[src/hw/rtl/periodic_task_timer_table_unit_macros.svh]
// Assertion helpers, clocked on clk and quiet while arst_n is low.
`ifndef PERIODIC_TASK_TIMER_TABLE_UNIT_MACROS_SVH
`define PERIODIC_TASK_TIMER_TABLE_UNIT_MACROS_SVH

// Same-cycle implication.
`define PTT_ASSERT_IMP(label, ante, cons) \
	label: assert property (@(posedge clk) disable iff (!arst_n) (ante) |-> (cons)) \
		else $error("ptt: same-cycle check failed");

// Next-cycle implication.
`define PTT_ASSERT_NXT(label, ante, cons) \
	label: assert property (@(posedge clk) disable iff (!arst_n) (ante) |=> (cons)) \
		else $error("ptt: next-cycle check failed");

`endif

[src/hw/rtl/ptt_pkg.sv]
`timescale 1ns / 1ps
`default_nettype none

package ptt_pkg;

	localparam int TASK_SLOTS  = 16;
	localparam int MAX_RESULTS = 16;
	localparam int CNT_W       = $clog2(TASK_SLOTS + 1);
	localparam int FC_W        = $clog2(MAX_RESULTS + 1);
	localparam int RC_W        = 5;

	localparam logic [1:0] CMD_TICK = 2'd0;
	localparam logic [1:0] CMD_ADD  = 2'd1;
	localparam logic [1:0] CMD_DEL  = 2'd2;
	localparam logic [1:0] CMD_RSVD = 2'd3;

	localparam logic [2:0] KIND_FIRED   = 3'd0;
	localparam logic [2:0] KIND_ADDED   = 3'd1;
	localparam logic [2:0] KIND_FULL    = 3'd2;
	localparam logic [2:0] KIND_BAD_PER = 3'd3;
	localparam logic [2:0] KIND_DELETED = 3'd4;

	typedef struct packed {
		logic [15:0]        key;
		logic [15:0]        opcode;
		logic [15:0]        period;
		logic [15:0]        elapsed;
		logic signed [15:0] remaining;
	} slot_data_t;

	typedef struct packed {
		logic       valid;
		slot_data_t data;
	} slot_t;

	// Request held for the whole sweep, plus the add's slot-claimed flag.
	typedef struct packed {
		logic [1:0]         cmd;
		logic [15:0]        key;
		logic [15:0]        opcode;
		logic [15:0]        period;
		logic signed [15:0] repeat_count;
		logic               found;
	} op_t;

	typedef struct packed {
		logic fire;
		logic claim;
		logic hit;
	} slot_flags_t;

	typedef enum logic [1:0] {
		ST_IDLE  = 2'b01,
		ST_SWEEP = 2'b10
	} state_t;

endpackage

`default_nettype wire

[src/hw/rtl/ptt_req_if.sv]
`timescale 1ns / 1ps
`default_nettype none

interface ptt_req_if;
	logic               valid;
	logic               ready;
	logic [1:0]         cmd;
	logic [15:0]        task_key;
	logic [15:0]        task_opcode;
	logic [15:0]        period;
	logic signed [15:0] repeat_count;

	modport source (
		output valid, cmd, task_key, task_opcode, period, repeat_count,
		input  ready
	);
	modport sink (
		input  valid, cmd, task_key, task_opcode, period, repeat_count,
		output ready
	);
endinterface

`default_nettype wire

[src/hw/rtl/ptt_rsp_if.sv]
`timescale 1ns / 1ps
`default_nettype none

interface ptt_rsp_if;
	logic        valid;
	logic        ready;
	logic [2:0]  kind;
	logic [15:0] out_key;
	logic [15:0] out_opcode;
	logic [4:0]  removed_count;
	logic        last;

	modport source (
		output valid, kind, out_key, out_opcode, removed_count, last,
		input  ready
	);
	modport sink (
		input  valid, kind, out_key, out_opcode, removed_count, last,
		output ready
	);
endinterface

`default_nettype wire

[src/hw/rtl/ptt_cell.sv]
`timescale 1ns / 1ps
`default_nettype none

module ptt_cell
	import ptt_pkg::*;
(
	input  wire logic  clk,
	input  wire logic  arst_n,
	input  wire logic  shift,
	input  wire slot_t d,
	output slot_t      q
);

	logic       valid_q;
	slot_data_t data_q;

	always_ff @(posedge clk or negedge arst_n) begin
		if (!arst_n) begin
			valid_q <= 1'b0;
		end else if (shift) begin
			valid_q <= d.valid;
		end
	end

	always_ff @(posedge clk) begin
		if (shift) begin
			data_q <= d.data;
		end
	end

	assign q.valid = valid_q;
	assign q.data  = data_q;

endmodule

`default_nettype wire

[src/hw/rtl/ptt_slot_upd.sv]
`timescale 1ns / 1ps
`default_nettype none

module ptt_slot_upd
	import ptt_pkg::*;
(
	input  wire op_t   op,
	input  wire slot_t cur,
	output slot_t       nxt,
	output slot_flags_t flags
);

	logic [15:0] elapsed_inc;

	assign elapsed_inc = cur.data.elapsed + 16'd1;

	always_comb begin
		nxt   = cur;
		flags = '0;
		case (op.cmd)
			CMD_TICK: begin
				if (cur.valid) begin
					if (cur.data.remaining == 16'sd0) begin
						nxt.valid = 1'b0;
					end else begin
						nxt.data.elapsed = elapsed_inc;
						if (elapsed_inc == cur.data.period) begin
							flags.fire       = 1'b1;
							nxt.data.elapsed = '0;
							if (cur.data.remaining > 16'sd0) begin
								nxt.data.remaining = cur.data.remaining - 16'sd1;
							end
						end
						if (nxt.data.remaining == 16'sd0) begin
							nxt.valid = 1'b0;
						end
					end
				end
			end
			CMD_ADD: begin
				if (op.period != 16'd0 && !op.found && !cur.valid) begin
					flags.claim        = 1'b1;
					nxt.valid          = 1'b1;
					nxt.data.key       = op.key;
					nxt.data.opcode    = op.opcode;
					nxt.data.period    = op.period;
					nxt.data.elapsed   = '0;
					nxt.data.remaining = op.repeat_count;
				end
			end
			CMD_DEL: begin
				if (cur.valid && cur.data.key == op.key && cur.data.opcode == op.opcode) begin
					flags.hit = 1'b1;
					nxt.valid = 1'b0;
				end
			end
			default: ;
		endcase
	end

endmodule

`default_nettype wire

[src/hw/rtl/periodic_task_timer_table_unit.sv]
// Channel | Dir | Handshake     | Payload
// req     | in  | valid / ready | cmd, task_key, task_opcode, period, repeat_count
// rsp     | out | valid / ready | kind, out_key, out_opcode, removed_count, last
//
// Each tick, add or delete holds req.ready low once it is taken, until the sweep ends:
// the slot ring rotates once through the single update unit at its head, then one
// closing step issues the final response, if any. The block takes no new request
// until then. Command code 3 is taken while idle and gives nothing.
// A response waiting on rsp.ready stalls the rotation only where a new one is due.
// arst_n clears all valid bits and control; one request at a time.
`timescale 1ns / 1ps
`default_nettype none
`include "periodic_task_timer_table_unit_macros.svh"

module periodic_task_timer_table_unit
	import ptt_pkg::*;
(
	input wire logic clk,
	input wire logic arst_n,
	ptt_req_if.sink   req,
	ptt_rsp_if.source rsp
);

	localparam int EXT_W = CNT_W + RC_W;

	state_t             state_q;
	logic [CNT_W-1:0]   step_q;
	logic [FC_W-1:0]    fire_cnt_q;
	logic [CNT_W-1:0]   del_cnt_q;
	logic               found_q;
	logic               pend_valid_q;
	logic [15:0]        pend_key_q;
	logic [15:0]        pend_opcode_q;
	logic [1:0]         cmd_q;
	logic [15:0]        key_q;
	logic [15:0]        opcode_q;
	logic [15:0]        period_q;
	logic signed [15:0] repeat_q;

	logic               out_valid_q;
	logic [2:0]         out_kind_q;
	logic [15:0]        out_key_q;
	logic [15:0]        out_opcode_q;
	logic [RC_W-1:0]    out_removed_q;
	logic               out_last_q;

	slot_t       ring [TASK_SLOTS];
	slot_t       head_nxt;
	slot_flags_t head_flags;
	op_t         op;

	logic             accept;
	logic             sweeping;
	logic             at_flush;
	logic             record;
	logic             emit;
	logic             out_free;
	logic             advance;
	logic             shift;
	logic [2:0]       emit_kind;
	logic [15:0]      emit_key;
	logic [15:0]      emit_opcode;
	logic [RC_W-1:0]  emit_removed;
	logic             emit_last;
	logic [EXT_W-1:0] del_ext;

	assign op.cmd          = cmd_q;
	assign op.key          = key_q;
	assign op.opcode       = opcode_q;
	assign op.period       = period_q;
	assign op.repeat_count = repeat_q;
	assign op.found        = found_q;

	genvar gi;
	generate
		for (gi = 0; gi < TASK_SLOTS; gi++) begin : g_cell
			if (gi == TASK_SLOTS - 1) begin : g_tail
				ptt_cell u_cell (
					.clk    (clk),
					.arst_n (arst_n),
					.shift  (shift),
					.d      (head_nxt),
					.q      (ring[gi])
				);
			end else begin : g_body
				ptt_cell u_cell (
					.clk    (clk),
					.arst_n (arst_n),
					.shift  (shift),
					.d      (ring[gi+1]),
					.q      (ring[gi])
				);
			end
		end
	endgenerate

	ptt_slot_upd u_upd (
		.op    (op),
		.cur   (ring[0]),
		.nxt   (head_nxt),
		.flags (head_flags)
	);

	assign req.ready = (state_q == ST_IDLE);
	assign accept    = req.valid && req.ready;
	assign sweeping  = (state_q == ST_SWEEP);
	assign at_flush  = (step_q == CNT_W'(TASK_SLOTS));
	assign record    = head_flags.fire && (fire_cnt_q < FC_W'(MAX_RESULTS));
	assign out_free  = !out_valid_q || rsp.ready;
	assign del_ext   = EXT_W'(del_cnt_q);

	always_comb begin
		emit         = 1'b0;
		emit_kind    = KIND_FIRED;
		emit_key     = pend_key_q;
		emit_opcode  = pend_opcode_q;
		emit_removed = '0;
		emit_last    = 1'b0;
		if (!at_flush) begin
			emit = (cmd_q == CMD_TICK) && record && pend_valid_q;
		end else begin
			emit_last = 1'b1;
			case (cmd_q)
				CMD_TICK: begin
					emit = pend_valid_q;
				end
				CMD_ADD: begin
					emit        = 1'b1;
					emit_key    = key_q;
					emit_opcode = opcode_q;
					if (period_q == 16'd0) begin
						emit_kind = KIND_BAD_PER;
					end else if (found_q) begin
						emit_kind = KIND_ADDED;
					end else begin
						emit_kind = KIND_FULL;
					end
				end
				CMD_DEL: begin
					emit        = 1'b1;
					emit_kind   = KIND_DELETED;
					emit_key    = key_q;
					emit_opcode = opcode_q;
					if (del_ext > EXT_W'({RC_W{1'b1}})) begin
						emit_removed = {RC_W{1'b1}};
					end else begin
						emit_removed = del_ext[RC_W-1:0];
					end
				end
				default: ;
			endcase
		end
	end

	assign advance = sweeping && (!emit || out_free);
	assign shift   = advance && !at_flush;

	always_ff @(posedge clk or negedge arst_n) begin
		if (!arst_n) begin
			state_q      <= ST_IDLE;
			step_q       <= '0;
			fire_cnt_q   <= '0;
			del_cnt_q    <= '0;
			found_q      <= 1'b0;
			pend_valid_q <= 1'b0;
		end else begin
			case (state_q)
				ST_IDLE: begin
					if (accept && req.cmd != CMD_RSVD) begin
						state_q      <= ST_SWEEP;
						step_q       <= '0;
						fire_cnt_q   <= '0;
						del_cnt_q    <= '0;
						found_q      <= 1'b0;
						pend_valid_q <= 1'b0;
					end
				end
				ST_SWEEP: begin
					if (advance) begin
						if (at_flush) begin
							state_q      <= ST_IDLE;
							pend_valid_q <= 1'b0;
						end else begin
							step_q  <= step_q + CNT_W'(1);
							found_q <= found_q || head_flags.claim;
							if (head_flags.hit) begin
								del_cnt_q <= del_cnt_q + CNT_W'(1);
							end
							if (cmd_q == CMD_TICK && record) begin
								pend_valid_q <= 1'b1;
								fire_cnt_q   <= fire_cnt_q + FC_W'(1);
							end
						end
					end
				end
				default: begin
					state_q <= ST_IDLE;
				end
			endcase
		end
	end

	always_ff @(posedge clk) begin
		if (accept) begin
			cmd_q    <= req.cmd;
			key_q    <= req.task_key;
			opcode_q <= req.task_opcode;
			period_q <= req.period;
			repeat_q <= req.repeat_count;
		end
		if (shift && cmd_q == CMD_TICK && record) begin
			pend_key_q    <= ring[0].data.key;
			pend_opcode_q <= ring[0].data.opcode;
		end
	end

	always_ff @(posedge clk or negedge arst_n) begin
		if (!arst_n) begin
			out_valid_q <= 1'b0;
		end else if (advance && emit) begin
			out_valid_q <= 1'b1;
		end else if (rsp.ready) begin
			out_valid_q <= 1'b0;
		end
	end

	always_ff @(posedge clk) begin
		if (advance && emit) begin
			out_kind_q    <= emit_kind;
			out_key_q     <= emit_key;
			out_opcode_q  <= emit_opcode;
			out_removed_q <= emit_removed;
			out_last_q    <= emit_last;
		end
	end

	assign rsp.valid         = out_valid_q;
	assign rsp.kind          = out_kind_q;
	assign rsp.out_key       = out_key_q;
	assign rsp.out_opcode    = out_opcode_q;
	assign rsp.removed_count = out_removed_q;
	assign rsp.last          = out_last_q;

	`PTT_ASSERT_IMP(a_step_bound, sweeping, step_q <= CNT_W'(TASK_SLOTS))
	`PTT_ASSERT_IMP(a_fire_bound, 1'b1, fire_cnt_q <= FC_W'(MAX_RESULTS))
	`PTT_ASSERT_IMP(a_pend_in_sweep, pend_valid_q, sweeping)
	`PTT_ASSERT_NXT(a_busy_after_req, accept && req.cmd != CMD_RSVD, !req.ready)
	`PTT_ASSERT_IMP(a_no_shift_at_flush, at_flush && sweeping, !shift)

endmodule

`default_nettype wire

[src/flat_wrapper.sv]
// flat-port wrapper written by rule: the top's interface ports become plain ports
module periodic_task_timer_table_unit_flat import ptt_pkg::*;
  (clk, arst_n, req_valid, req_cmd, req_task_key, req_task_opcode, req_period, req_repeat_count, req_ready, rsp_valid, rsp_kind, rsp_out_key, rsp_out_opcode, rsp_removed_count, rsp_last, rsp_ready);
  ptt_req_if req_i ();
  ptt_rsp_if rsp_i ();
  input wire logic clk;
  input wire logic arst_n;
  input wire logic [$bits(req_i.valid)-1:0] req_valid;
  input wire logic [$bits(req_i.cmd)-1:0] req_cmd;
  input wire logic [$bits(req_i.task_key)-1:0] req_task_key;
  input wire logic [$bits(req_i.task_opcode)-1:0] req_task_opcode;
  input wire logic [$bits(req_i.period)-1:0] req_period;
  input wire logic [$bits(req_i.repeat_count)-1:0] req_repeat_count;
  output wire logic [$bits(req_i.ready)-1:0] req_ready;
  output wire logic [$bits(rsp_i.valid)-1:0] rsp_valid;
  output wire logic [$bits(rsp_i.kind)-1:0] rsp_kind;
  output wire logic [$bits(rsp_i.out_key)-1:0] rsp_out_key;
  output wire logic [$bits(rsp_i.out_opcode)-1:0] rsp_out_opcode;
  output wire logic [$bits(rsp_i.removed_count)-1:0] rsp_removed_count;
  output wire logic [$bits(rsp_i.last)-1:0] rsp_last;
  input wire logic [$bits(rsp_i.ready)-1:0] rsp_ready;
  assign req_i.valid = req_valid;
  assign req_i.cmd = req_cmd;
  assign req_i.task_key = req_task_key;
  assign req_i.task_opcode = req_task_opcode;
  assign req_i.period = req_period;
  assign req_i.repeat_count = req_repeat_count;
  assign req_ready = req_i.ready;
  assign rsp_valid = rsp_i.valid;
  assign rsp_kind = rsp_i.kind;
  assign rsp_out_key = rsp_i.out_key;
  assign rsp_out_opcode = rsp_i.out_opcode;
  assign rsp_removed_count = rsp_i.removed_count;
  assign rsp_last = rsp_i.last;
  assign rsp_i.ready = rsp_ready;
  periodic_task_timer_table_unit u_core (.clk(clk), .arst_n(arst_n), .req(req_i), .rsp(rsp_i));
endmodule
[config.mk]
export PLATFORM = sky130hd
export DESIGN_NAME = periodic_task_timer_table_unit_flat
export DESIGN_NICKNAME = d
export VERILOG_FILES = /design/src/hw/rtl/ptt_pkg.sv /design/src/hw/rtl/ptt_req_if.sv /design/src/hw/rtl/ptt_rsp_if.sv /design/src/hw/rtl/ptt_cell.sv /design/src/hw/rtl/ptt_slot_upd.sv /design/src/hw/rtl/periodic_task_timer_table_unit.sv /design/src/flat_wrapper.sv
export VERILOG_INCLUDE_DIRS = /design/src /design/src/hw/rtl
export SDC_FILE = /design/constraint.sdc
export NUM_CORES = 1
export LEC_CHECK = 0
export BUFFER_PORTS_ARGS = -buffer_cell sky130_fd_sc_hd__buf_2
export CAP_MARGIN = 20
export CORE_MARGIN = 2
export CORE_UTILIZATION = 25
export CTS_CLUSTER_SIZE = 24
export DETAILED_ROUTE_END_ITERATION = 12
export REMOVE_ABC_BUFFERS = 1
export SYNTH_ARGS = -nofsm -noshare
export SYNTH_HDL_FRONTEND = slang
export SYNTH_SLANG_ARGS = --single-unit
[constraint.sdc]
create_clock -name clk -period 43.6 [get_ports clk]
set_input_delay 2.18 -clock clk [delete_from_list [all_inputs] [get_ports clk]]
set_output_delay 2.18 -clock clk [all_outputs]
set_load 0.005 [all_outputs]
==> out/metrics.csv, run 1 <==
stage,metric,value,unit
clocking,Post-CTS Setup Bufs,0,
logic_synthesis,YS warnings,0,
logic_synthesis,Mapped Cells,2169,
floorplanning,Die ar.,0.196,mm^2
grt,first-pass GRT wire length,121000,um
timing,worst rel slew slack,22.4,%
flow_run,Max Cap Violations,0,
floorplanning,Initial Util,25.2,%
logic_synthesis,"Avg Cell Area, Syn",22.1,um^2
pwr,sequential share of power,56.8,%
logic_synthesis,Netlist cell types,82,
setup_path,CP cell instances,nand4_1 -> nor3_1 -> o311ai_1 -> and4bb_4 -> nand4_4 -> nand2_2 -> inv_8 -> buf_4 -> buf_12 -> buf_4 -> buf_4 -> buf_16,
clocking,Clock Path Buffers,3,
setup_path,CP Launch Type,flip-flop,
finish,share of cells above drive strength 1,16.8,%
timing,Final Cycle Share,17.0,%
pwr,"IR drop worst, VDD",39.1,uV
timing,crit path time final,7400,ps
grt,aggregate global-route resource usage,8.26,%
timing,setup total negative slack,0,ps
setup_path,CP max FO,215,
setup_path,Worst Setup SP,u_core.g_cell[0].g_body.u_cell.q[19],
timing,max-slew violations,0,
timing,fin worst setup slack,36200,ps
finish,Final Non-Filler Cells,5027,
clocking,CTS Buf Count,142,
clocking,CTS tree,built,
placed_design,Placed Cells,4771,
logic_synthesis,top_reg_cell synth,edfxtp_1,
logic_synthesis,"flops & latches, synth",1455,
logic_synthesis,ys async rst share,2.47,%
pwr,Final Power,3.28,mW
clocking,clock latency on the worst-skew pair,760,ps
drt,via count,19628,
setup_path,CP Class,flip-flop to flip-flop,
grt,largest net degree at the start of global routing,216,
grt,total gr overflow,0,
drt,post-DR wirelength/cell,16.5,um
logic_synthesis,area fraction of the dominant cell type after synthesis,88.8,%
pwr,Power Dens Cells,58.1,mW/mm^2
pwr,Int Pwr,2.51,mW
pwr,Leakage,18.0,nW
setup_path,"slowest stage delay, CP",890,ps
finish,# nets final,2487,
clocking,"CTS clk-pin slew, worst paths",60,ps
logic_synthesis,Post-synth EDFFs,1419,
setup_path,Worst EP required,44010,ps
logic_synthesis,sequential cell area fraction in the yosys report,90.7,%
placed_design,port bufs,112,
timing,worst-margin pin slew,1150,ps
setup_path,slowest CP cell,buf_4,
grt,initial antenna violation count,31,
hold_path,worst hold path class,flip-flop to flip-flop,
pwr,Switching Share,23.2,%
logic_synthesis,"top cells by area, synth","edfxtp_1 89%, dfrtp_1 1.8%, nand2_1 1.6%",
drt,final WL,82900,um
placed_design,pre-CTS setup slack,35570,ps
timing,maximum clock rate,135,MHz
setup_path,Worst Path Arrival,7820,ps
timing,RSZ-0062 raised after global routing,false,
grt,vias in the first global route,19034,
clocking,hold-fix buffers at CTS,0,
drt,DRC viols,0,
clocking,H-tree Lvls,4,
placed_design,RD Place Congestion,0.771,
pwr,clock share of power,36.6,%
finish,area delta synth->final,17.5,%
logic_synthesis,Synth area leader,edfxtp_1,
floorplanning,core area,0.190,mm^2
run_status,status,completed,
pwr,Switch Pwr,0.761,mW
drt,Final ANT Viol Nets,0,
finish,antenna diode count,0,
drt,DRT Pass-1 Iters,5,
setup_path,CP most frequent cell,buf_4,
logic_synthesis,Syn Std Cell Area,0.0480,mm^2
clocking,clock sinks,1455,
setup_path,R2R Path Start,u_core.g_cell[0].g_body.u_cell.q[19],
placed_design,detailed placer's ending HPWL,48500,um
floorplanning,# IOs,113,
clocking,root buf cell,clkbuf_16,
drt,DRT iter0 DRCs,1874,
clocking,post-CTS sizing,0,
timing,Final Hold Violating Endpoints,0,
floorplanning,Die Width,442,um
drt,Via-to-Cell Ratio,3.90,
floorplanning,Die H,442,um
hold_path,hold_sp,u_core.g_cell[5].g_body.u_cell.q[30],
floorplanning,row cnt,160,
timing,final setup fails,0,
setup_path,crit end category,flip-flop,
pwr,combinational power share,6.6,%
timing,post-route clock skew,39.7,ps
## power by group through the flow
stage / logic, mW / registers, mW / clock network [mW]
detailed placement: 0.219 / 1.89 / 0
global route: 0.240 / 1.88 / 1.30
CTS: 0.219 / 1.86 / 1.25
floorplan: 0.137 / 1.99 / 0
global placement: 0.215 / 1.88 / 0
finish: 0.215 / 1.86 / 1.20
## worst paths after layout
kind / endpoint / slack (ps) / cells after the start
worst max-delay path: u_core.g_cell[11].g_body.u_cell.q[58] / 36200 / 12
worst min-delay path: u_core.g_cell[4].g_body.u_cell.q[30] / 390 / 0
worst max register to register: u_core.g_cell[11].g_body.u_cell.q[58] / 36200 / 12
worst min register to register: u_core.g_cell[4].g_body.u_cell.q[30] / 390 / 0
max in group asynchronous: u_core.g_cell[4].g_body.u_cell.valid_q / 41540 / 1
min in group asynchronous: u_core.g_cell[0].g_body.u_cell.valid_q / 1520 / 1
## metal layers
layer  part of all wire, %  vias to the layer above  global-route usage [%]
li1                      -                     8985                       -
met1                    46                     9936                    11.3
met2                    45                      503                    12.4
met3                   4.8                      200                    1.85
met4                   4.1                        4                    4.04
met5                 0.031                        -                       0
## area by class of cell
type	count	area, um^2
clock buffers	174	3670
clock inverters	80	967
fillers	18258	134000
inverters	22	90.1
multi-input cells	648	4220
flip-flops and latches	1455	43500
well taps	2511	3140
repair buffers	137	801
## critical path: cells and delay by family, from the launching register on
kind | cells | cell delay, ps
DFF | 1 | 510
and+or+nand+nor | 5 | 1950
AOI/OAI and AO/OA | 1 | 230
buffers and inverters | 6 | 4070
## synth_stat cells (3+ instances only)
| library cell | number |
|---|---|
| edfxtp_1 | 1419 |
| nand2_1 | 201 |
| mux2_2 | 49 |
| o21ai_0 | 42 |
| dfrtp_1 | 35 |
| nor2_1 | 33 |
| xor2_1 | 31 |
| xnor2_1 | 28 |
| a21oi_1 | 23 |
| inv_1 | 21 |
| clkbuf_1 | 20 |
| nor4_1 | 20 |
| nor3_1 | 17 |
| nand3_1 | 13 |
| nand4_1 | 12 |
| ha_1 | 11 |
| and3_1 | 10 |
| buf_2 | 10 |
| a22oi_1 | 9 |
| or3_1 | 9 |
| and2_1 | 8 |
| nand2b_1 | 8 |
| a22o_1 | 7 |
| buf_1 | 7 |
| mux2i_1 | 7 |
| nor2b_1 | 7 |
| o21ai_1 | 7 |
| a31oi_1 | 6 |
| o22ai_1 | 6 |
| nor3b_1 | 5 |
| a221o_1 | 4 |
| buf_4 | 4 |
| nand3_2 | 4 |
| nor4_4 | 4 |
| o31ai_1 | 4 |
| or2_2 | 4 |
| buf_6 | 3 |
| nor3_2 | 3 |
| or4_1 | 3 |
| or4_4 | 3 |
## layout by cell type, fill, tap and decap left out, types with 5 or more instances in the layout
| cell type | count |
|---|---|
| a21oi_1 | 23 |
| a22o_1 | 7 |
| a22oi_1 | 9 |
| a31oi_1 | 6 |
| and2_1 | 7 |
| and3_1 | 10 |
| buf_2 | 112 |
| buf_4 | 22 |
| bufinv_16 | 11 |
| clkbuf_1 | 32 |
| clkbuf_16 | 142 |
| clkinv_1 | 26 |
| clkinv_16 | 9 |
| clkinv_2 | 16 |
| clkinvlp_4 | 5 |
| dfrtp_1 | 35 |
| edfxtp_1 | 1419 |
| ha_1 | 11 |
| inv_1 | 21 |
| inv_6 | 5 |
| mux2_2 | 49 |
| mux2i_1 | 7 |
| nand2_1 | 200 |
| nand2b_1 | 8 |
| nand3_1 | 12 |
| nand3_2 | 5 |
| nand4_1 | 12 |
| nor2_1 | 32 |
| nor2b_1 | 7 |
| nor3_1 | 16 |
| nor3b_1 | 5 |
| nor4_1 | 19 |
| o21ai_0 | 42 |
| o21ai_1 | 7 |
| o22ai_1 | 6 |
| or3_1 | 9 |
| xnor2_1 | 28 |
| xor2_1 | 31 |
## registers in the layout (all words and copies together), names as in the netlist, 2 cells and up
signal / cells
u_core.del_cnt_q: 5
u_core.opcode_q: 16
u_core.g_cell.g_body.u_cell.q: 1200
u_core.cmd_q: 2
u_core.pend_opcode_q: 16
u_core.rsp.out_opcode: 16
u_core.g_cell.g_tail.u_cell.q: 80
u_core.step_q: 5
u_core.period_q: 16
u_core.rsp.kind: 3
u_core.state_q: 2
u_core.g_cell.g_body.u_cell.valid_q: 15
u_core.rsp.removed_count: 5
u_core.pend_key_q: 16
u_core.key_q: 16
u_core.rsp.out_key: 16
u_core.repeat_q: 16
u_core.fire_cnt_q: 5
## through the flow
step	hold slack (ps)	util (%)	area, um^2
after global routing	392	29.6	56400
after global placement	400	27.2	51700
final	394	29.6	56400
after CTS	388	29.6	56300
after floorplan	400	-	47800
after detailed placement	405	27.2	51700
## kinds of logic after synthesis
family	Yosys count	share of synthesized area (%)
buffers and inverters	66	0.620
flip-flops	1455	90.7
AND/OR/NAND/NOR	384	4.13
XOR/XNOR	60	1.11
adder cells (fa/ha/maj)	11	0.287
AO/OA/AOI/OAI	137	1.89
multiplexers	56	1.30
(Power assumes the default switching activity.)
==> run 2, diff against run 1 <==
==> constraint.sdc (replaced) <==
create_clock -name clk -period 7.5 [get_ports clk]
set_input_delay 0.375 -clock clk [delete_from_list [all_inputs] [get_ports clk]]
set_output_delay 0.375 -clock clk [all_outputs]
set_load 0.005 [all_outputs]
==> run 2 against run 1 <==
Compared with the run above:
- via count rose by 2.4%
- register-to-register slack got worse by 33000 ps
- power rose to 5.8 times the previous value
- sequential power rose to 5.8 times the previous value
- critical endpoint is now u_core.g_cell[12].g_body.u_cell.q[40]
- wire length rose by 0.89%
- critical path type unchanged
- clock-buffer cell count rose by 3
- combinational power rose to 6.0 times the previous value
- final cell count rose by 1.4%
- flip-flop and latch count did not move
==> out/metrics.csv, run 2 (same netlist as run 1, synthesis figures left out) <==
stage,metric,value,unit,change
run_status,status,completed,,
clocking,CTS Buf Count,144,,+1.4%
timing,post-route clock skew,37.7,ps,-1.97 ps
timing,Final Cycle Share,62.1,%,+45 points
placed_design,Post-DP Area,0.0518,mm^2,+0.14%
drt,via count,20098,,+2.4%
placed_design,Placed Cells,4772,,+0.021%
grt,aggregate global-route resource usage,8.28,%,+0.027 points
timing,maximum clock rate,215,MHz,+59%
clocking,CTS tree,built,,
floorplanning,Initial Util,25.2,%,unchanged
placed_design,detailed placer's ending HPWL,47900,um,-1.3%
finish,# nets final,2557,,+2.8%
finish,antenna diode count,0,,unchanged
hold_path,worst hold path class,input port to flip-flop,,
placed_design,RD Place Congestion,0.811,,+5.2%
pwr,Leakage,18.4,nW,+1.8%
floorplanning,row cnt,160,,unchanged
pwr,combinational power share,6.7,%,about the same
hold_path,hold_sp,req_valid,,
floorplanning,Die H,442,um,unchanged
pwr,sequential share of power,56.7,%,about the same
setup_path,CP cell instances,nand4_1 -> nor3_1 -> o311ai_1 -> and4bb_4 -> nand4_4 -> nand2_2 -> inv_8 -> buf_12,,
timing,Final Hold Violating Endpoints,0,,unchanged
pwr,Int Pwr,14.7,mW,+480%
timing,worst rel slew slack,34.6,%,+12 points
finish,area delta synth->final,19.0,%,
drt,DRT Pass-1 Iters,5,,unchanged
floorplanning,Die ar.,0.196,mm^2,unchanged
finish,max FFs per register,1200,,unchanged
finish,"commonest cells after routing, fill and taps aside","1,419 x edfxtp_1, 200 x nand2_1, 145 x clkbuf_16, 113 x buf_2, 68 x dlygate4sd3_1",,
clocking,"CTS clk-pin slew, worst paths",70,ps,about the same
floorplanning,core area,0.190,mm^2,unchanged
timing,max-slew violations,0,,unchanged
clocking,Clock Path Buffers,3,,unchanged
drt,final WL,83600,um,+0.89%
clocking,clock latency on the worst-skew pair,750,ps,about the same
timing,RSZ-0062 raised after global routing,false,,
setup_path,Worst Path Arrival,5010,ps,-2810 ps
flow_run,Max Cap Violations,0,,unchanged
pwr,Switch Pwr,4.38,mW,+480%
floorplanning,Die Width,442,um,unchanged
grt,initial antenna violation count,5,,-84%
setup_path,CP Class,flip-flop to flip-flop,,
pwr,Power Dens Cells,334,mW/mm^2,+480%
setup_path,cell family with most CP delay,simple AND/OR/NAND/NOR gates,,
setup_path,Worst EP required,7850,ps,"-36,160 ps"
pwr,Final Power,19.1,mW,+480%
setup_path,Worst Path Buf+Inv,2,,-4
pwr,"IR drop worst, VDD",251,uV,+540%
drt,DRT iter0 DRCs,1954,,+4.3%
finish,"commonest non-fill, non-tap cell in the layout",edfxtp_1,,
drt,DRC viols,0,,unchanged
grt,vias in the first global route,19607,,+3.0%
setup_path,crit end category,flip-flop,,
setup_path,slowest CP cell,buf_12,,
setup_path,"slowest stage delay, CP",780,ps,-110 ps
drt,Final ANT Viol Nets,0,,unchanged
placed_design,port bufs,112,,unchanged
clocking,H-tree Lvls,4,,unchanged
grt,first-pass GRT wire length,123000,um,+1.2%
clocking,root buf cell,clkbuf_16,,
finish,Final Non-Filler Cells,5098,,+1.4%
floorplanning,# IOs,113,,unchanged
timing,worst-margin pin slew,981,ps,-168 ps
clocking,post-CTS sizing,0,,unchanged
setup_path,CP Launch Type,flip-flop,,
pwr,clock share of power,36.5,%,about the same
drt,Via-to-Cell Ratio,3.94,,+0.97%
clocking,clock sinks,1455,,unchanged
setup_path,CP max FO,184,,-14%
setup_path,R2R Path Start,u_core.g_cell[0].g_body.u_cell.q[19],,
grt,total gr overflow,0,,unchanged
drt,post-DR wirelength/cell,16.4,um,-0.52%
placed_design,pre-CTS setup slack,2910,ps,"-32,660 ps"
finish,share of cells above drive strength 1,16.6,%,-0.15 points
finish,final core occ,30.0,%,+0.37 points
finish,design area,0.0571,mm^2,+1.3%
timing,fin worst setup slack,2840,ps,"-33,360 ps"
grt,largest net degree at the start of global routing,185,,-14%
setup_path,Worst Setup SP,u_core.g_cell[0].g_body.u_cell.q[19],,
timing,worst hold slack,211,ps,-183 ps
timing,setup total negative slack,0,ps,unchanged
timing,crit path time final,4660,ps,-2740 ps
pwr,Switching Share,22.9,%,-0.29 points
timing,final setup fails,0,,unchanged
[run 2: layer usage]
| layer | wire length (um) | track usage (%) | up-vias |
|---|---|---|---|
| li1 | - | - | 9123 |
| met1 | 38400 | 11.2 | 10258 |
| met2 | 37900 | 12.4 | 534 |
| met3 | 3580 | 1.76 | 183 |
| met4 | 3740 | 4.55 | 0 |
| met5 | 0 | 0 | - |
[run 2: final timing paths]
| path | endpoint | slack, ps | cells after the start |
|---|---|---|---|
| setup / recovery | u_core.g_cell[12].g_body.u_cell.q[40] | 2840 | 8 |
| hold / removal | u_core.repeat_q[8] | 210 | 2 |
| setup reg to reg | u_core.g_cell[12].g_body.u_cell.q[40] | 2840 | 8 |
| hold reg to reg | u_core.g_cell[9].g_body.u_cell.q[79] | 400 | 0 |
| max in group asynchronous | u_core.del_cnt_q[1] | 6460 | 2 |
| min in group asynchronous | u_core.g_cell[15].g_tail.u_cell.valid_q | 440 | 2 |
[run 2: cell type report]
cell class | instances | area [um^2]
Clock inverter | 80 | 848
Multi-Input combinational cell | 648 | 4210
Sequential cell | 1455 | 43500
Timing Repair Buffer | 205 | 1530
Tap cell | 2511 | 3140
Fill cell | 18259 | 133000
Inverter | 22 | 90.1
Clock buffer | 177 | 3780
[run 2: what timing repair did]
action	in CTS	in global routing
hold buffers	68	0
buffers inserted	0	0
endpoints found under the hold margin	102	0
[run 2: power by group through the flow]
| stage | clock, mW | sequential [mW] | combinational (mW) |
|---|---|---|---|
| 4_1_cts | 7.21 | 10.8 | 1.31 |
| 5_1_grt | 7.54 | 10.9 | 1.42 |
| 6_report | 6.97 | 10.8 | 1.28 |
| 3_5_place_dp | 0 | 11.0 | 1.28 |
| 3_3_place_gp | 0 | 11.0 | 1.25 |
| 2_1_floorplan | 0 | 11.6 | 0.794 |
[run 2: worst register-to-register path, cell delays in order, from the launching register on]
cell and delay (ps):
edfxtp_1 530, nand4_1 540, nor3_1 590, o311ai_1 250
and4bb_4 310, nand4_4 130, nand2_2 310, inv_8 670
buf_12 860
